$ cat config.mk
export PLATFORM = sky130hd
export DESIGN_NAME = mfsgd_mul
export DESIGN_NICKNAME = d
export VERILOG_FILES = /design/src/mfsgd_pkg.sv /design/src/mfsgd_mul.sv
export SDC_FILE = /design/constraint.sdc
export NUM_CORES = 2
export LEC_CHECK = 0
export ABC_CLOCK_PERIOD_IN_PS = 9600
export BUFFER_PORTS_ARGS = -buffer_cell sky130_fd_sc_hd__buf_4
export CAP_MARGIN = 20
export CELL_PAD_IN_SITES_DETAIL_PLACEMENT = 1
export CELL_PAD_IN_SITES_GLOBAL_PLACEMENT = 2
export CORE_MARGIN = 5
export CORE_UTILIZATION = 42
export CTS_BUF_LIST = sky130_fd_sc_hd__clkbuf_8
export DETAILED_ROUTE_END_ITERATION = 16
export PLACE_DENSITY = 0.9
export SYNTH_ARGS = -nofsm -noshare
export SYNTH_HDL_FRONTEND = slang
export SYNTH_SLANG_ARGS = --single-unit
$ cat constraint.sdc
create_clock -name i_clk -period 9.6 [get_ports i_clk]
set_input_delay 0.96 -clock i_clk [delete_from_list [all_inputs] [get_ports i_clk]]
set_output_delay 0.96 -clock i_clk [all_outputs]
set_load 0.005 [all_outputs]
$ cat src/mfsgd_pkg.sv
`timescale 1ns / 1ps
`default_nettype none
package mfsgd_pkg;

    // Fixed field widths
    localparam int DATA_W   = 16;
    localparam int RATING_W = 15;
    localparam int SUM_W    = 48;

    // Shared multiplier operand and product widths
    localparam int A_W = 34;
    localparam int B_W = 17;
    localparam int P_W = A_W + B_W;

    // Update accumulator: own value at bit 32 plus the scaled gradient
    localparam int G_W = 56;
    localparam logic signed [G_W-1:0] G_HALF = 56'sh0000_0080_0000_00 >>> 0;

    // Saturation input width
    localparam int SAT_W = 40;

    // Prediction rounding and clamp
    localparam int RND_SHIFT = 12;
    localparam int RND_HALF  = 2048;
    localparam logic signed [DATA_W-1:0] RATING_CAP = 16'sd20480;

    // Register reset values
    localparam logic [DATA_W-1:0] LR_RESET  = 16'd655;
    localparam logic [DATA_W-1:0] REG_RESET = 16'd655;

    // Register indexes, decoded from paddr[2]
    localparam logic REG_IDX_LR  = 1'b0;
    localparam logic REG_IDX_REG = 1'b1;

    // Row reduction steps for the modulo by the user and item counts
    localparam logic [3:0] MOD_LAST_STEP = 4'd9;

    // Command codes
    localparam logic [1:0] CMD_TRAIN   = 2'd0;
    localparam logic [1:0] CMD_PREDICT = 2'd1;
    localparam logic [1:0] CMD_LOAD    = 2'd2;

    // Multiplier request
    typedef struct packed {
        logic signed [A_W-1:0] a;
        logic signed [B_W-1:0] b;
    } t_mul_req;

    // Sequencer states
    typedef enum logic [4:0] {
        S_IDLE,
        S_MOD,
        S_DRD,
        S_DMUL,
        S_DACC,
        S_PRED,
        S_ERR,
        S_SQ,
        S_LE,
        S_LR,
        S_LRT,
        S_URD,
        S_UM0,
        S_UM1,
        S_UM2,
        S_UM3,
        S_UWR,
        S_UWB,
        S_LOAD,
        S_FIN
    } t_state;

    // Saturate to a signed 16-bit value
    function automatic logic signed [DATA_W-1:0] sat16(input logic signed [SAT_W-1:0] v);
        logic signed [DATA_W-1:0] res;
        if (v > 40'sd32767) begin
            res = 16'sh7FFF;
        end else if (v < -40'sd32768) begin
            res = 16'sh8000;
        end else begin
            res = v[DATA_W-1:0];
        end
        return res;
    endfunction

endpackage
`default_nettype wire

$ cat src/mfsgd_mul.sv
`timescale 1ns / 1ps
`default_nettype none
module mfsgd_mul (
    input  wire logic                               i_clk,
    input  wire mfsgd_pkg::t_mul_req                i_req,
    output logic signed [mfsgd_pkg::P_W-1:0]        o_p
);

    logic signed [mfsgd_pkg::P_W-1:0] r_p;

    // Register the signed product
    always_ff @(posedge i_clk) begin
        r_p <= i_req.a * i_req.b;
    end

    assign o_p = r_p;

endmodule
`default_nettype wire

==> summary.txt <==
Via Count: 14916
First-pass GRT wire length: 98700 microns
Grt met3 use: 0.0287
Setup total negative slack: 0 ps
Maxcap violations: 0
CTS clk-pin slew, worst paths: 120 ps
Non-Filler Instances: 2907
Htree depth: 2
N_diodes: 0
Total CTS buffers: 5
HP Start: i_req[17]
GR Layer Usage met2: 0.450
Post-synth EDFFs: 0
Vias per cell: 5.13
Vias in the first global route: 18160
Synth Net Count: 2950
Post-Syn Area: 20600 sq um
Outcome: finished, final reports clean
Sequential area share after synthesis: 0.0495
CTS tree: yes
Die width: 232 microns
Worst hold margin: 1020 ps
Post-CTS Repair Setup Buffers: 0
Final Setup Violations: 0
Hold buffers post-CTS: 0
Cells after synthesis: 2228
Most used cell along the critical path: fa_1
Routability congestion estimate: 0.860
Startpoint types: input pin
Delay-heaviest family, CP: adder cells
CP max-delay cell: inv_1
Antenna Nets Post-Route: 0
Die H: 232 microns
WP buf/inv: 5
Share of layout cells above drive strength 1: 0.0553
Slew HR: 0.500
Worst Path Required: 9860 ps
Overall Global Routing Usage: 0.237
Hold depth: 2
Die area: 53600 sq um
Drt wl/cell: 21.0 microns
Area growth from synthesis to layout: 6.50%
Fin util: 0.451
Pre-Repair DR Iteration Count: 5
Ys Warns: 0
DP Wirelength: 49700 microns
Avg Synthesized Cell Area: 9.26 sq um
WHS Endpoint: o_p[0]$_DFF_P_
RSZ-0062 raised after global routing: no
Fmax: 0.134 GHz
Crit path DAT: 7720 ps
Busiest grt layer: met2
Sinks on Clock Net: 51
Worst setup path class: in -> reg
IO buf count: 102
Final hold viol count: 0
Max FFs per register: 51
Met1 GRT Util: 0.275
Crit-path max FO: 22
I/O Pins: 103
Starting Density: 0.423
Core ar.: 48700 sq um
Initial antenna violation count: 1
Max Root-Sink Buffers: 2
Num rows: 81
Final Critical Period: 7470 ps
Pin count of the biggest net entering global routing: 35
Placed Instances: 2899
Asr flop ratio synth: 0
CP Cell Sequence: buf_4 > inv_1 > buf_4 > nor2_1 > fa_1 > fa_1 > fa_1 > fa_1 > fa_1 > inv_1 > fa_1 > inv_1 > ha_1 > a21oi_1 > o21ai_0 > a2111oi_4 > o311ai_2 > a41oi_2 > o21bai_1 > o31ai_2 > o21ai_0 > xor2_1
Measured slew at the worst slew-check pin: 749 ps
#FFs+latches synth: 51
Distinct cell type count after synthesis: 52
1st-iter DRT viols: 641
Fin crit share: 0.778
Total Routed Length: 61100 microns
Grt total ovfl: 0
CP max stage delay: 540 ps
HP Class: in -> reg
Ys flop type: dfxtp_1
Final net count: 2964
Root Driver: clkbuf_8
Drt drc: 0
Post_cts resized: 0
Critical Path Sink Type: flop
Max Slew Vio Count: 0
## area by class of cell
cell class	count	area, sq um
Multi-Input combinational cell	1553	17300
Clock inverter	3	28.8
Fill cell	5648	26800
Clock buffer	5	68.8
Tap cell	664	831
Timing Repair Buffer	103	773
Inverter	528	1980
Sequential cell	51	1020
## layout by cell type (no fill, tap or decap), types with 2 or more instances in the layout
master | Yosys | routed
xnor2_1 | 30 | 30
o31ai_1 | 4 | 4
and2_1 | 252 | 252
buf_4 | 0 | 103
xor2_1 | 19 | 19
ha_1 | 119 | 119
inv_1 | 528 | 528
nor2b_1 | 3 | 3
or2_2 | 2 | 2
a21oi_1 | 40 | 40
o31ai_2 | 2 | 2
a221oi_1 | 2 | 2
a211oi_1 | 6 | 6
o31a_1 | 2 | 2
o211ai_1 | 2 | 2
nand2_1 | 330 | 330
dfxtp_1 | 51 | 51
and3_1 | 5 | 5
nand2b_1 | 8 | 8
clkbuf_8 | 0 | 5
nand4_1 | 5 | 5
clkinv_4 | 0 | 2
fa_1 | 551 | 551
o21a_1 | 6 | 6
a2111oi_0 | 2 | 2
nor4_1 | 2 | 2
or3_1 | 2 | 2
o21ai_0 | 30 | 30
or4_1 | 3 | 3
nand3_1 | 8 | 8
nor2_1 | 62 | 62
a21o_1 | 21 | 21
o21ai_1 | 3 | 3
nor3_1 | 4 | 4
a31oi_1 | 4 | 4
o21bai_1 | 8 | 8
## kinds of logic (layout without fill, tap and decap cells)
group,Yosys count,after routing,share of synthesized area
AOI/OAI and AO/OA,146,146,0.0483
xor gates and xnor gates,49,49,0.0208
adders and majority gates,670,670,0.607
buffers and inverters,624,639,0.114
DFF,51,51,0.0495
and+or+nand+nor,688,688,0.161
## cells in the mapped netlist, types with 2 or more instances
| master | instances | area, sq um |
|---|---|---|
| fa_1 | 551 | 11000 |
| inv_1 | 528 | 1980 |
| nand2_1 | 330 | 1240 |
| and2_1 | 252 | 1580 |
| ha_1 | 119 | 1490 |
| clkbuf_1 | 94 | 353 |
| nor2_1 | 62 | 233 |
| dfxtp_1 | 51 | 1020 |
| a21oi_1 | 40 | 200 |
| o21ai_0 | 30 | 150 |
| xnor2_1 | 30 | 263 |
| a21o_1 | 21 | 158 |
| xor2_1 | 19 | 166 |
| nand2b_1 | 8 | 50.1 |
| nand3_1 | 8 | 40.0 |
| o21bai_1 | 8 | 60.1 |
| a211oi_1 | 6 | 45.0 |
| o21a_1 | 6 | 45.0 |
| and3_1 | 5 | 31.3 |
| nand4_1 | 5 | 31.3 |
| a31oi_1 | 4 | 25.0 |
| nor3_1 | 4 | 20.0 |
| o31ai_1 | 4 | 30.0 |
| nor2b_1 | 3 | 18.8 |
| o21ai_1 | 3 | 15.0 |
| or4_1 | 3 | 22.5 |
| a2111oi_0 | 2 | 17.5 |
| a221oi_1 | 2 | 17.5 |
| nor4_1 | 2 | 12.5 |
| o211ai_1 | 2 | 15.0 |
| o31a_1 | 2 | 17.5 |
| o31ai_2 | 2 | 25.0 |
| or2_2 | 2 | 12.5 |
| or3_1 | 2 | 12.5 |
## layer usage
layer / up-vias / wire [microns]
met1: 7991 / 22700
met4: 0 / 2390
met2: 338 / 33800
met3: 126 / 2250
met5: - / 0
li1: 6461 / -
## metrics by stage
stage	setup WS, ps	cell area [sq um]
floorplan	2650	20600
global placement	1920	21900
detailed placement	1800	21900
CTS	2150	22000
global route	1810	22000
finish	2130	22000
## worst max path at each step
| stage | start | end | slack, ps | cells after the start |
|---|---|---|---|---|
| after floorplan | i_req[8] | o_p[50]$_DFF_P_ | 2650 | 24 |
| after global placement | i_req[16] | o_p[44]$_DFF_P_ | 1920 | 22 |
| after detailed placement | i_req[16] | o_p[44]$_DFF_P_ | 1800 | 22 |
| after CTS | i_req[16] | o_p[44]$_DFF_P_ | 2150 | 22 |
| after global routing | i_req[16] | o_p[44]$_DFF_P_ | 1810 | 22 |
| final | i_req[16] | o_p[44]$_DFF_P_ | 2130 | 22 |
Power is left out: the tool's default activity adds up to more than one toggle a clock period on the data nets, which glitch-free logic cannot reach.
